## config.mk

```make
export PLATFORM = sky130hd
export DESIGN_NAME = nmea_rmc_fix_detector_unit
export DESIGN_NICKNAME = d
export VERILOG_FILES = /design/src/rtl/nmearmc_pkg.sv /design/src/rtl/nmea_rmc_fix_detector_unit.sv
export VERILOG_INCLUDE_DIRS = /design/src /design/src/rtl
export SDC_FILE = /design/constraint.sdc
export NUM_CORES = 1
export LEC_CHECK = 0
export ABC_CLOCK_PERIOD_IN_PS = 3550
export BUFFER_PORTS_ARGS = -buffer_cell sky130_fd_sc_hd__buf_2
export CORE_MARGIN = 2
export CORE_UTILIZATION = 39
export CTS_BUF_LIST = sky130_fd_sc_hd__clkbuf_8
export CTS_CLUSTER_SIZE = 10
export DETAILED_ROUTE_END_ITERATION = 6
export HOLD_SLACK_MARGIN = 0.05
export PLACE_DENSITY = 0.61
export RECOVER_POWER = 100
export SETUP_SLACK_MARGIN = 0.15
export SLEW_MARGIN = 20
export SYNTH_ARGS = -nofsm -noshare
export SYNTH_HDL_FRONTEND = slang
export SYNTH_SLANG_ARGS = --single-unit
```

## constraint.sdc

```tcl
create_clock -name clock -period 3.55 [get_ports clock]
set_input_delay 0.1775 -clock clock [delete_from_list [all_inputs] [get_ports clock]]
set_output_delay 0.1775 -clock clock [all_outputs]
set_load 0.03 [all_outputs]
```

## src/rtl/assert_macros.svh

```systemverilog
// assertion macros shared by the rtl
`ifndef ASSERT_MACROS_SVH
`define ASSERT_MACROS_SVH

// consequent must hold in the same cycle as the antecedent
`define ASSERT_SAME_CYCLE(lbl, clk, rst, ante, cons) \
   lbl: assert property (@(posedge clk) disable iff (rst) (ante) |-> (cons)) \
      else $error("assertion failed: same-cycle implication");

// consequent must hold in the cycle after the antecedent
`define ASSERT_NEXT_CYCLE(lbl, clk, rst, ante, cons) \
   lbl: assert property (@(posedge clk) disable iff (rst) (ante) |=> (cons)) \
      else $error("assertion failed: next-cycle implication");

// condition must never hold
`define ASSERT_NEVER(lbl, clk, rst, cond) \
   lbl: assert property (@(posedge clk) disable iff (rst) !(cond)) \
      else $error("assertion failed: forbidden condition");

`endif

```

## src/rtl/nmearmc_pkg.sv

```systemverilog
// constants and types for the nmea rmc fix detector
package nmearmc_pkg;

   localparam int TagWidth  = 40;
   localparam int ByteWidth = 8;
   localparam int TagChars  = 5;
   localparam int CsrIndexWidth = 2;

   localparam logic [ByteWidth-1:0] CharDollar = 8'h24;
   localparam logic [ByteWidth-1:0] CharStar   = 8'h2A;
   localparam logic [ByteWidth-1:0] CharA      = 8'h41;
   localparam logic [ByteWidth-1:0] CharD      = 8'h44;

   localparam logic [TagWidth-1:0]  TagReset    = 40'h474E524D43;
   localparam logic [ByteWidth-1:0] TargetReset = 8'd30;
   localparam logic [ByteWidth-1:0] LimitReset  = 8'd120;

   typedef enum logic [CsrIndexWidth-1:0] {
      CSR_SENTENCE_TAG = 2'd0,
      CSR_FIX_TARGET   = 2'd1,
      CSR_FAIL_LIMIT   = 2'd2
   } csr_index_type;

   typedef logic [ByteWidth-1:0] byte_type;

endpackage

```

## src/rtl/nmea_rmc_fix_detector_unit.sv

```systemverilog
// nmea rmc fix detector: sentence tag match and fix/failure counting per byte
// an accepted req transaction is registered into the rsp register
// throughput: one byte per cycle while rsp_ready holds; the rsp register frees req_ready when taken
// all per-byte work is one pass of compares and 8-bit adds into the state regs
// reset: synchronous, active high; state and counts clear, registers take defaults
`include "assert_macros.svh"

module nmea_rmc_fix_detector_unit
   import nmearmc_pkg::*;
(
   input  logic                     clock,
   input  logic                     reset,
   input  logic                     req_valid,
   output logic                     req_ready,
   input  logic [ByteWidth-1:0]     req_rx_byte,
   output logic                     rsp_valid,
   input  logic                     rsp_ready,
   output logic                     rsp_fix_acquired,
   output logic                     rsp_gave_up,
   output logic                     rsp_tag_matched,
   input  logic                     csr_write_enable,
   input  logic [CsrIndexWidth-1:0] csr_index,
   input  logic [TagWidth-1:0]      csr_data
);

   logic [TagWidth-1:0] sentence_tag_ff;
   byte_type            fix_target_ff;
   byte_type            fail_limit_ff;

   byte_type            line_pos_ff, line_pos_in;
   logic                in_header_ff, in_header_in;
   logic                recog_ff, recog_in;
   byte_type            header_ff [TagChars];
   byte_type            header_in [TagChars];
   byte_type            prev_byte_ff, prev_byte_in;
   byte_type            fix_count_ff, fix_count_in;
   byte_type            fail_count_ff, fail_count_in;

   logic                rsp_valid_ff;
   logic                rsp_fix_acquired_ff, rsp_fix_acquired_in;
   logic                rsp_gave_up_ff, rsp_gave_up_in;
   logic                rsp_tag_matched_ff;

   logic                accept;
   logic                header_match;
   byte_type            fix_inc;
   byte_type            rx;

   assign req_ready = !rsp_valid_ff || rsp_ready;
   assign accept    = req_valid && req_ready;
   assign rx        = req_rx_byte;
   assign fix_inc   = fix_count_ff + 8'd1;

   // configuration registers
   always_ff @(posedge clock) begin
      if (reset) begin
         sentence_tag_ff <= TagReset;
         fix_target_ff   <= TargetReset;
         fail_limit_ff   <= LimitReset;
      end else if (csr_write_enable) begin
         unique case (csr_index_type'(csr_index))
            CSR_SENTENCE_TAG: sentence_tag_ff <= csr_data;
            CSR_FIX_TARGET:   fix_target_ff   <= csr_data[ByteWidth-1:0];
            CSR_FAIL_LIMIT:   fail_limit_ff   <= csr_data[ByteWidth-1:0];
            default: ;
         endcase
      end
   end

   // header storage and compare, including this byte
   always_comb begin
      header_match = 1'b1;
      for (int k = 0; k < TagChars; k++) begin
         header_in[k] = (line_pos_ff == ByteWidth'(k + 1)) ? rx : header_ff[k];
         if (header_in[k] != sentence_tag_ff[ByteWidth*(TagChars-1-k) +: ByteWidth]) begin
            header_match = 1'b0;
         end
      end
   end

   always_comb begin
      line_pos_in         = line_pos_ff;
      in_header_in        = in_header_ff;
      recog_in            = recog_ff;
      prev_byte_in        = prev_byte_ff;
      fix_count_in        = fix_count_ff;
      fail_count_in       = fail_count_ff;
      rsp_fix_acquired_in = 1'b0;
      rsp_gave_up_in      = 1'b0;
      if (rx == CharDollar) begin
         recog_in     = 1'b0;
         in_header_in = 1'b1;
         prev_byte_in = rx;
         line_pos_in  = 8'd1;
      end else if (rx == CharStar) begin
         if (recog_ff) begin
            if (prev_byte_ff == CharA || prev_byte_ff == CharD) begin
               fix_count_in = fix_inc;
               if (fix_inc == fix_target_ff) begin
                  rsp_fix_acquired_in = 1'b1;
                  fix_count_in        = '0;
                  fail_count_in       = '0;
               end
            end else if (fail_count_ff == fail_limit_ff) begin
               rsp_gave_up_in = 1'b1;
               fail_count_in  = '0;
               fix_count_in   = '0;
            end else begin
               fail_count_in = fail_count_ff + 8'd1;
               fix_count_in  = '0;
            end
         end
         in_header_in = 1'b0;
      end else begin
         if (in_header_ff && line_pos_ff >= 8'd5 && header_match) begin
            recog_in = 1'b1;
         end
         prev_byte_in = rx;
         line_pos_in  = line_pos_ff + 8'd1;
      end
   end

   // sentence state
   always_ff @(posedge clock) begin
      if (reset) begin
         line_pos_ff   <= '0;
         in_header_ff  <= 1'b0;
         recog_ff      <= 1'b0;
         prev_byte_ff  <= '0;
         fix_count_ff  <= '0;
         fail_count_ff <= '0;
         for (int k = 0; k < TagChars; k++) begin
            header_ff[k] <= '0;
         end
      end else if (accept) begin
         line_pos_ff   <= line_pos_in;
         in_header_ff  <= in_header_in;
         recog_ff      <= recog_in;
         prev_byte_ff  <= prev_byte_in;
         fix_count_ff  <= fix_count_in;
         fail_count_ff <= fail_count_in;
         for (int k = 0; k < TagChars; k++) begin
            header_ff[k] <= header_in[k];
         end
      end
   end

   // result register
   always_ff @(posedge clock) begin
      if (reset) begin
         rsp_valid_ff <= 1'b0;
      end else if (accept) begin
         rsp_valid_ff <= 1'b1;
      end else if (rsp_ready) begin
         rsp_valid_ff <= 1'b0;
      end
   end

   always_ff @(posedge clock) begin
      if (accept) begin
         rsp_fix_acquired_ff <= rsp_fix_acquired_in;
         rsp_gave_up_ff      <= rsp_gave_up_in;
         rsp_tag_matched_ff  <= recog_in;
      end
   end

   assign rsp_valid        = rsp_valid_ff;
   assign rsp_fix_acquired = rsp_fix_acquired_ff;
   assign rsp_gave_up      = rsp_gave_up_ff;
   assign rsp_tag_matched  = rsp_tag_matched_ff;

   `ASSERT_NEVER(a_acq_and_gave_up, clock, reset, rsp_valid_ff && rsp_fix_acquired_ff && rsp_gave_up_ff)
   `ASSERT_NEXT_CYCLE(a_acq_clears, clock, reset, accept && rsp_fix_acquired_in, fix_count_ff == 8'd0 && fail_count_ff == 8'd0)
   `ASSERT_NEXT_CYCLE(a_dollar_opens, clock, reset, accept && rx == CharDollar, line_pos_ff == 8'd1 && in_header_ff && !recog_ff)
   `ASSERT_SAME_CYCLE(a_match_follows_state, clock, reset, rsp_valid_ff && rsp_tag_matched_ff && !accept, recog_ff)

endmodule
```

==> results of run 1 <==
==> repair_timing <==
item / in CTS / in global routing
endpoints found under the hold margin: 57 / 0
endpoints found under the setup margin: 0 / 0
hold buffers: 42 / 0
==> cell usage in the layout, fill, tap and decap left out, types with 4 or more instances in the layout <==
| cell type | count |
|---|---|
| nand4_1 | 8 |
| nand2b_1 | 7 |
| clkbuf_8 | 17 |
| inv_1 | 37 |
| clkinv_2 | 4 |
| or3_1 | 5 |
| ha_1 | 7 |
| xnor2_1 | 23 |
| nand3_1 | 39 |
| and3_1 | 9 |
| o22ai_1 | 12 |
| dlygate4sd3_1 | 42 |
| nor3_1 | 21 |
| xor2_1 | 19 |
| nand3b_1 | 5 |
| nor2b_1 | 6 |
| a22oi_1 | 6 |
| clkinvlp_4 | 4 |
| a31oi_1 | 11 |
| nor4_1 | 8 |
| clkbuf_1 | 15 |
| o2111ai_1 | 4 |
| nor2_1 | 63 |
| nand2_1 | 162 |
| dfxtp_1 | 91 |
| a21oi_1 | 74 |
| o21ai_0 | 26 |
| o221ai_1 | 4 |
| edfxtp_1 | 43 |
| buf_2 | 48 |
| mux2i_1 | 25 |
| o211ai_1 | 8 |
==> area by class of cell <==
cell class | instances | area [sq um]
well taps | 225 | 282
clock buffers | 17 | 234
inverters | 36 | 135
multi-input cells | 607 | 3510
clock inverters | 15 | 139
fillers | 1730 | 9260
repair buffers | 109 | 744
flip-flops and latches | 134 | 3110
==> layer usage <==
metal | vias up | track usage, % | wire [microns]
li1 | 3064 | - | -
met1 | 2904 | 31.9 | 9500
met2 | 198 | 30.7 | 8400
met3 | 32 | 4.30 | 1270
met4 | 0 | 8.39 | 403
met5 | - | 0 | 0
==> cells by family (layout without fill, tap and decap cells) <==
family          count (synthesis)  count (layout)
flops                         134             134
compound gates                171             171
mux                            26              26
buf+inv                        82             177
simple gates                  357             357
fa+ha+maj                       7               7
xor+xnor                       46              46
==> registers in the layout, indices dropped and copies added, names as in the netlist <==
name	cells
line_pos_ff	8
rsp_tag_matched	1
in_header_ff	1
fail_count_ff	8
prev_byte_ff	8
sentence_tag_ff	40
fix_count_ff	8
header_ff	40
fail_limit_ff	8
rsp_fix_acquired	1
recog_ff	1
fix_target_ff	8
rsp_gave_up	1
rsp_valid	1
==> where the power goes <==
group / internal (mW) / switching [mW] / leakage, nW
combinational: 0.170 / 0.246 / 1.82
clock: 0.611 / 0.619 / 0.184
sequential: 1.65 / 0.0550 / 1.21
total: 2.44 / 0.920 / 3.21
==> through the flow <==
stage / cells / power, mW
floorplan: 823 / 1.99
global placement: 1069 / 2.12
detailed placement: 1069 / 2.12
CTS: 1143 / 3.38
global route: 1143 / 3.49
finish: 1143 / 3.36
==> final timing paths <==
kind / start / end / depth (start not counted)
setup / recovery: rsp_valid$_SDFFE_PP0P_ / header_ff[0][24]$_SDFFCE_PN0P_ / 6
hold / removal: req_rx_byte[1] / in_header_ff$_SDFFE_PP0P_ / 2
setup reg to reg: rsp_valid$_SDFFE_PP0P_ / header_ff[0][24]$_SDFFCE_PN0P_ / 6
hold reg to reg: sentence_tag_ff[7]$_SDFFE_PP0P_ / sentence_tag_ff[7]$_SDFFE_PP0P_ / 2
==> worst max-delay path: cells and delay by family, from the launching register on <==
kind,cells,cell delay [ns]
buffers and inverters,2,1.63
and+or+nand+nor,3,0.47
DFF,1,0.34
AOI/OAI and AO/OA,1,0.16
==> metrics.cfg, run 1 <==
[run_status]
violations=capacitance limit, slew limit
status=complete, but fails checks

[power_and_ir_drop]
p_leak_nw=3.21
power_density_nw_per_um2=411
ir_drop_v=0.000260

[synthesis]
synth_top_cells_by_count=nand2_1, dfxtp_1, a21oi_1, nor2_1, edfxtp_1
syn_nets=885
synth.distinct_cells=70
synth_area_leader_cell=dfxtp_1
ys_warn_count=0
synth_simple_gate_area_share_pct=23.9
async_flop_share_pct=0
synth_edf_count=43
avgSynthCellArea_sq_um=8.47
yosysTopAreaCellShare_pct=26.1
ys.flop_type=dfxtp_1
synth_top_family_by_area=simple AND/OR/NAND/NOR gates
postSynthCellCount=823
muxShareOfSynthArea_pct=3.75
synth-adder-area-share_pct=1.26
ys_seq_area_share_pct=44.6
synth_area_sq_um=6970
synth_compound_area_share_pct=15.1
synthTopCellsByArea=dfxtp_1, edfxtp_1, nand2_1
yosys_register_bits=134
synthXorXnorAreaFrac_pct=6.59
yosysMostFrequentCell=nand2_1

[routing]
viasPerCell=5.42
final_antenna_net_count=0
dr.pass1.iters=5
drc=0
num_vias=6198
wl_per_cell_microns=17.1
finalWirelength_mm=19.6
drt_iter0_markers=600

[run]
drv_cap=2

[global_route]
grt_pass1_vias=5645
grt_first_pass_wirelength_mm=30.9
grt_overflow=0
antenna_found_initial=0
grt_max_degree=55
grt_use_total_pct=21.6

[setup_path]
end_kind=flip-flop
critPathMostFrequentCell=nand2_1
r2r_setup_slack_ns=0.59
critPathLaunchType=flip-flop
critPathSlowestCell=clkbuf_1
worstPathCellList=nand2b_1 > nand2_1 > inv_1 > nand2_1 > clkbuf_1 > a21oi_1
cp_data_arrival_time_ns=3.08
cp.required_ns=3.67
crit_fanout=40
max_stage_delay_ns=1.40
worstSetupPathType=reg -> reg

[floorplan]
num_io_pins=60
dieHeight_microns=138
initial_utilization_pct=40.0
rows=48
core_sq_um=17400
die_w_microns=138
dieArea_sq_um=19000

[sta]
finalSetupViolations=0
rsz0062_at_grt=no
timing.final.ws_setup_ns=0.586
hold_viol=0
finalMaxSlewViolations=87
tightest_slew_ns=1.99
period_minus_slack_ns=2.96
max_freq_mhz=337
skew_ns=0.00932
finalCritPeriodShare_pct=83.5
setup_tns_ns=0
slew-limit-headroom_pct=-32.6
whs_ns=0.125

[clock_network]
cts_sinks=134
cts_setup_buffers=0
clockBufferDepth=2
cts_root_buf=clkbuf_8
cts_buffers=17
htree_levels=4
insertion_delay_ns=0.46
clk_pin_slew_ns=0.08
cts_resized=0
cts_tree=built

[final_layout]
num-nets-final=967
post-route-util_pct=46.8
syn_to_final_growth_pct=17.0
diodes=0
design_area_sq_um=8160
drive_above_1_share_pct=10.2

[worst_hold_path]
worstHoldPathType=in -> reg

[place]
place_area_sq_um=7410
io_buffers=59
post-place-ws_ns=0.763
globalplace.congestion=0.897
dp_hpwl_mm=13.7

(Power assumes the default switching activity.)
==> inputs of run 2 (changes only) <==
--- a/config.mk
+++ b/config.mk
@@ -6,7 +6,7 @@
 export SDC_FILE = /design/constraint.sdc
 export NUM_CORES = 1
 export LEC_CHECK = 0
-export ABC_CLOCK_PERIOD_IN_PS = 3550
+export ABC_CLOCK_PERIOD_IN_PS = 2600
 export BUFFER_PORTS_ARGS = -buffer_cell sky130_fd_sc_hd__buf_2
 export CORE_MARGIN = 2
 export CORE_UTILIZATION = 39
@@ -14,7 +14,7 @@
 export CTS_CLUSTER_SIZE = 10
 export DETAILED_ROUTE_END_ITERATION = 6
 export HOLD_SLACK_MARGIN = 0.05
-export PLACE_DENSITY = 0.61
+export PLACE_DENSITY = 0.63
 export RECOVER_POWER = 100
 export SETUP_SLACK_MARGIN = 0.15
 export SLEW_MARGIN = 20
==> constraint.sdc (replaced) <==
create_clock -name clock -period 2.6 [get_ports clock]
set_input_delay 0.13 -clock clock [delete_from_list [all_inputs] [get_ports clock]]
set_output_delay 0.13 -clock clock [all_outputs]
set_load 0.03 [all_outputs]
==> run 2 against run 1 <==
  * Largest cell class unchanged
  * Clock-buffer cell count rose by 2
  * Clock skew rose by 0.0025 ns
  * Sequential share of layout area is 2.5 points lower
  * The flow now finishes without violations
  * Maximum frequency up 23%
  * Total power is 43% higher
  * Critical path type unchanged
  * Clock power is 46% higher
  * First-iteration DRC count down 2.5%
  * Non-clock buffer count up 43
  * Via count increased by 4.0%
  * Sequential power increased by 37%
  * Largest power group unchanged
  * Cell area increased by 7.3%
  * Wire length is 4.1% higher
==> metrics.cfg, run 2 (synthesis gave the netlist of run 1 again) <==
[power_and_ir_drop]
switching_share_pct=27.9  ; +0.44 points
power_frac_clock_pct=37.7  ; +1.0 points
p_seq_share_pct=48.8  ; -2.1 points
power_mw=4.79  ; +43%
p_int_mw=3.46  ; +42%
ir_drop_v=0.000283  ; +8.9%
p_leak_nw=3.48  ; +8.5%
power_frac_comb_pct=13.6  ; +1.2 points
power_density_nw_per_um2=547  ; +33%
p_switching_mw=1.33  ; +45%

[routing]
num_vias=6449  ; +4.0%
finalWirelength_mm=20.4  ; +4.1%
wl_per_cell_microns=17.2  ; +0.34%
drt_iter0_markers=585  ; -2.5%
drc=0  ; unchanged
dr.pass1.iters=7  ; +2
final_antenna_net_count=0  ; unchanged
viasPerCell=5.44  ; +0.28%

[global_route]
grt_pass1_vias=5842  ; +3.5%
grt_use_total_pct=22.1  ; +0.54 points
grt_first_pass_wirelength_mm=31.8  ; +3.0%
grt_overflow=0  ; unchanged
antenna_found_initial=0  ; unchanged
grt_max_degree=55  ; unchanged

[clock_network]
cts_buffers=17  ; unchanged
insertion_delay_ns=0.46  ; about the same
cts_root_buf=clkbuf_8
clk_pin_slew_ns=0.09  ; about the same
cts_tree=built
cts_sinks=134  ; unchanged
clockBufferDepth=2  ; unchanged
htree_levels=4  ; unchanged

[sta]
finalSetupViolations=0  ; unchanged
skew_ns=0.0119  ; +0.00253 ns
hold_viol=0  ; unchanged
timing.final.ws_setup_ns=0.190  ; -0.396 ns
finalMaxSlewViolations=0  ; -100%
slew-limit-headroom_pct=2.10  ; +35 points
rsz0062_at_grt=yes
period_minus_slack_ns=2.41  ; -0.554 ns
max_freq_mhz=415  ; +23%
tightest_slew_ns=1.47  ; -0.521 ns
finalCritPeriodShare_pct=92.7  ; +9.2 points
whs_ns=0.0769  ; -0.0486 ns
setup_tns_ns=0  ; unchanged

[floorplan]
rows=48  ; unchanged
num_io_pins=60  ; unchanged
initial_utilization_pct=40.0  ; unchanged
dieArea_sq_um=19000  ; unchanged
die_w_microns=138  ; unchanged
dieHeight_microns=138  ; unchanged
core_sq_um=17400  ; unchanged

[place]
dp_hpwl_mm=14.1  ; +3.1%
post-place-ws_ns=0.0546  ; -0.708 ns
io_buffers=59  ; unchanged
globalplace.congestion=0.897  ; about the same
place_area_sq_um=7710  ; +3.9%
dp_cells=1104  ; +3.3%

[worst_hold_path]
worstHoldPathType=in -> reg
hp-start=req_rx_byte[6]
hold_depth=3  ; +1

[final_layout]
fillerInstances=1658  ; -4.2%
final_cell_mix=nand2_1, dfxtp_1, a21oi_1
num-nets-final=1010  ; +4.4%
diodes=0  ; unchanged
syn_to_final_growth_pct=25.5
post-route-util_pct=50.3  ; +3.4 points
final_common_cell=nand2_1
stdcell_count=1186  ; +3.8%
largestRegisters=header_ff (40), sentence_tag_ff (40)
drive_above_1_share_pct=18.1  ; +7.9 points
design_area_sq_um=8750  ; +7.3%

[setup_path]
cp.required_ns=2.91  ; -0.76 ns
critPathLaunchType=flip-flop
reg2regPathDepth=10  ; +4
cp_data_arrival_time_ns=2.72  ; -0.36 ns
cp-startpoint=line_pos_ff[1]$_SDFFE_PP0P_
r2r-start=line_pos_ff[1]$_SDFFE_PP0P_
end_kind=flip-flop
worstSetupPathType=reg -> reg
crit_fanout=6  ; -85%

[run_status]
status=finished, final reports clean

[run]
drv_cap=0  ; -2

==> run 2: changes by cell type in the layout (fill, tap and decap cells not counted), sizes merged <==
cell / before / now
buf: 51 / 94
inv: 38 / 43
clkinvlp: 4 / 0
clkinv: 7 / 4
dlygate4sd3: 42 / 44
==> run 2: final timing paths <==
kind                                    to  slack (ns)
max              rsp_tag_matched$_DFFE_PP_        0.19
max reg2reg      rsp_tag_matched$_DFFE_PP_        0.19
min           prev_byte_ff[6]$_SDFFE_PP0P_        0.08
min reg2reg  fail_limit_ff[7]$_SDFFE_PP0P_        0.47
==> run 2: what timing repair did <==
action / in CTS / in global routing
setup endpoints to repair: 2 / 10
setup buffers: 5 / 1
pin swaps: 7 / 8
hold endpoints to repair: 59 / 0
gates resized for setup: 14 / 36
hold buffers: 44 / 0
==> run 2: layer usage <==
metal | track usage [%] | up-vias | part of all wire [%]
met2 | 31.7 | 236 | 44
met1 | 32.2 | 3021 | 47
li1 | - | 3153 | -
met4 | 9.47 | 0 | 2.6
met3 | 4.16 | 39 | 7.1
met5 | 0 | - | 0
==> run 2: area by class of cell <==
cell class / count / area, sq um / area share (%)
inverter: 36 / 138 / 1.57
sequential: 134 / 3130 / 35.7
clock inverter: 13 / 141 / 1.62
clock buffer: 19 / 262 / 2.99
multi-input combinational: 607 / 3700 / 42.3
timing repair buffer: 152 / 1110 / 12.6
tap: 225 / 282 / 3.22
==> run 2: critical path, stage by stage, from the launching register on <==
cell and delay, ns:
dfxtp_4 0.38, buf_6 0.11, ha_4 0.14, or4b_4 0.56, nor2_4 0.12, nand2_1 0.06
a22o_1 0.22, nor4_1 0.27, buf_4 0.17, nand4_1 0.07, o21ai_0 0.17
==> run 2: power by group through the flow <==
stage / clock network (mW) / logic (mW) / registers [mW]
global route: 1.91 / 0.714 / 2.35
global placement: 0 / 0.544 / 2.38
CTS: 1.83 / 0.618 / 2.33
floorplan: 0 / 0.360 / 2.36
finish: 1.80 / 0.650 / 2.34
detailed placement: 0 / 0.548 / 2.38
==> inputs of run 3 (changes only) <==
--- a/config.mk
+++ b/config.mk
@@ -6,15 +6,15 @@
 export SDC_FILE = /design/constraint.sdc
 export NUM_CORES = 1
 export LEC_CHECK = 0
-export ABC_CLOCK_PERIOD_IN_PS = 2600
+export ABC_CLOCK_PERIOD_IN_PS = 2300
 export BUFFER_PORTS_ARGS = -buffer_cell sky130_fd_sc_hd__buf_2
 export CORE_MARGIN = 2
 export CORE_UTILIZATION = 39
-export CTS_BUF_LIST = sky130_fd_sc_hd__clkbuf_8
+export CTS_BUF_LIST = sky130_fd_sc_hd__clkbuf_4 sky130_fd_sc_hd__clkbuf_8
 export CTS_CLUSTER_SIZE = 10
 export DETAILED_ROUTE_END_ITERATION = 6
 export HOLD_SLACK_MARGIN = 0.05
-export PLACE_DENSITY = 0.63
+export PLACE_DENSITY = 0.61
 export RECOVER_POWER = 100
 export SETUP_SLACK_MARGIN = 0.15
 export SLEW_MARGIN = 20
==> constraint.sdc (replaced) <==
create_clock -name clock -period 2.3 [get_ports clock]
set_input_delay 0.115 -clock clock [delete_from_list [all_inputs] [get_ports clock]]
set_output_delay 0.115 -clock clock [all_outputs]
set_load 0.03 [all_outputs]
==> run 3 against run 2 <==
  * The flow now finishes with violations (capacitance limit, slew limit, setup timing)
  * Cell area rose by 4.6%
  * Via count rose by 2.7%
  * Hold slack improved by 0.014 ns
  * Clock power rose by 16%
  * Combinational power rose by 24%
  * Setup slack got worse by 0.27 ns
  * Critical path depth fell by 2
==> metrics.cfg, run 3 (synthesis gave the netlist of run 1 again) <==
[setup_path]
crit_fanout=6  ; unchanged
critPathLaunchType=flip-flop
cp.required_ns=2.61  ; -0.30 ns
r2r_setup_slack_ns=-0.08  ; -0.27 ns
worstSetupPathType=reg -> reg
end_kind=flip-flop
cp_data_arrival_time_ns=2.69  ; -0.03 ns

[floorplan]
rows=48  ; unchanged
core_sq_um=17400  ; unchanged
dieArea_sq_um=19000  ; unchanged
die_w_microns=138  ; unchanged
initial_utilization_pct=40.0  ; unchanged
dieHeight_microns=138  ; unchanged
num_io_pins=60  ; unchanged

[sta]
tightest_slew_ns=1.50  ; +0.0332 ns
max_freq_mhz=420  ; +1.2%
timing.final.ws_setup_ns=-0.0808  ; -0.271 ns
finalSetupViolations=3  ; +3
finalCritPeriodShare_pct=104  ; +11 points
finalMaxSlewViolations=35  ; +35
whs_ns=0.0911  ; +0.0142 ns
setup_tns_ns=-0.123  ; -0.123 ns
period_minus_slack_ns=2.38  ; -0.0290 ns
rsz0062_at_grt=yes
hold_viol=0  ; unchanged
skew_ns=0.0116  ; -0.000212 ns
slew-limit-headroom_pct=-0.110  ; -2.2 points

[global_route]
grt_max_degree=41  ; -25%
grt_overflow=0  ; unchanged
grt_pass1_vias=6059  ; +3.7%
antenna_found_initial=0  ; unchanged
grt_use_total_pct=23.2  ; +1.1 points
grt_first_pass_wirelength_mm=33.1  ; +4.0%

[place]
dp_cells=1145  ; +3.7%
io_buffers=59  ; unchanged
dp_hpwl_mm=14.9  ; +5.8%
globalplace.congestion=0.949  ; +5.8%
post-place-ws_ns=-0.172  ; -0.227 ns

[clock_network]
insertion_delay_ns=0.45  ; about the same
clk_pin_slew_ns=0.08  ; about the same
cts_root_buf=clkbuf_8
cts_sinks=134  ; unchanged
htree_levels=4  ; unchanged
cts_buffers=17  ; unchanged
clockBufferDepth=2  ; unchanged
cts_tree=built

[routing]
wl_per_cell_microns=17.4  ; +1.3%
final_antenna_net_count=0  ; unchanged
num_vias=6623  ; +2.7%
drc=0  ; unchanged
finalWirelength_mm=21.4  ; +5.0%
viasPerCell=5.39  ; -0.90%
dr.pass1.iters=5  ; -2
drt_iter0_markers=588  ; +0.51%

[final_layout]
final_cell_mix=nand2_1, dfxtp_1, buf_4
largestRegisters=header_ff (40), sentence_tag_ff (40)
final_common_cell=nand2_1
drive_above_1_share_pct=23.2  ; +5.1 points
stdcell_count=1229  ; +3.6%
diodes=0  ; unchanged
num-nets-final=1053  ; +4.3%
syn_to_final_growth_pct=31.3

[run]
drv_cap=1  ; +1

[power_and_ir_drop]
power_mw=5.53  ; +16%
ir_drop_v=0.000383  ; +35%
p_leak_nw=3.70  ; +6.3%
power_density_nw_per_um2=605  ; +10%

[worst_hold_path]
worstHoldPathType=in -> reg

[run_status]
violations=capacitance limit, slew limit, setup timing
status=complete, but fails checks

run 3: worst paths after layout:
check,startpoint,end,depth (start not counted)
max,line_pos_ff[0]$_SDFFE_PP0P_,rsp_tag_matched$_DFFE_PP_,8
min,reset,fix_target_ff[4]$_SDFFE_PP1P_,4
max reg2reg,line_pos_ff[0]$_SDFFE_PP0P_,rsp_tag_matched$_DFFE_PP_,8
min reg2reg,fail_limit_ff[7]$_SDFFE_PP0P_,fail_limit_ff[7]$_SDFFE_PP0P_,2
run 3: cell type report:
cell class                      instances  area [sq um]
Fill cell                            1640          8260
Multi-Input combinational cell        608          3760
Sequential cell                       134          3130
Timing Repair Buffer                  194          1430
Tap cell                              225           282
Clock buffer                           20           263
Clock inverter                         12           150
Inverter                               36           140
run 3: metrics by stage:
| step | utilization [%] | cell area [sq um] |
|---|---|---|
| 6_report | 52.6 | 9150 |
| 5_1_grt | 52.6 | 9150 |
| 4_1_cts | 51.6 | 8990 |
| 3_5_place_dp | 46.4 | 8070 |
| 3_3_place_gp | 46.4 | 8070 |
| 2_1_floorplan | - | 7030 |
run 3: worst max-delay path, stage by stage (launching register included):
cell	delay (ns)
dfxtp_4	0.40
ha_2	0.20
or4b_4	0.54
o21ai_1	0.23
a21oi_1	0.12
nor4_2	0.28
and4bb_2	0.28
nand3_1	0.08
o21ai_1	0.12
run 3: power by group:
group / switching [mW] / total [mW] / internal (mW)
logic: 0.438 / 0.806 / 0.368
clock network: 0.962 / 2.09 / 1.13
registers: 0.0894 / 2.64 / 2.55
total: 1.49 / 5.53 / 4.05
run 3: per-layer routing:
metal / track usage, % / wire length, microns / vias to the layer above
met5: 0 / 0 / -
met2: 32.9 / 9250 / 224
li1: - / - / 3236
met3: 5.08 / 1400 / 33
met1: 34.6 / 10300 / 3130
met4: 7.65 / 427 / 0
run 3: repair_timing:
| action | CTS | global route |
|---|---|---|
| cloned | 0 | 1 |
| hold endpoints to repair | 59 | 0 |
| endpoints found under the setup margin | 10 | 17 |
| setup buffers | 3 | 4 |
| gates resized for setup | 16 | 52 |
| hold buffers | 44 | 0 |
| pin swaps | 10 | 15 |
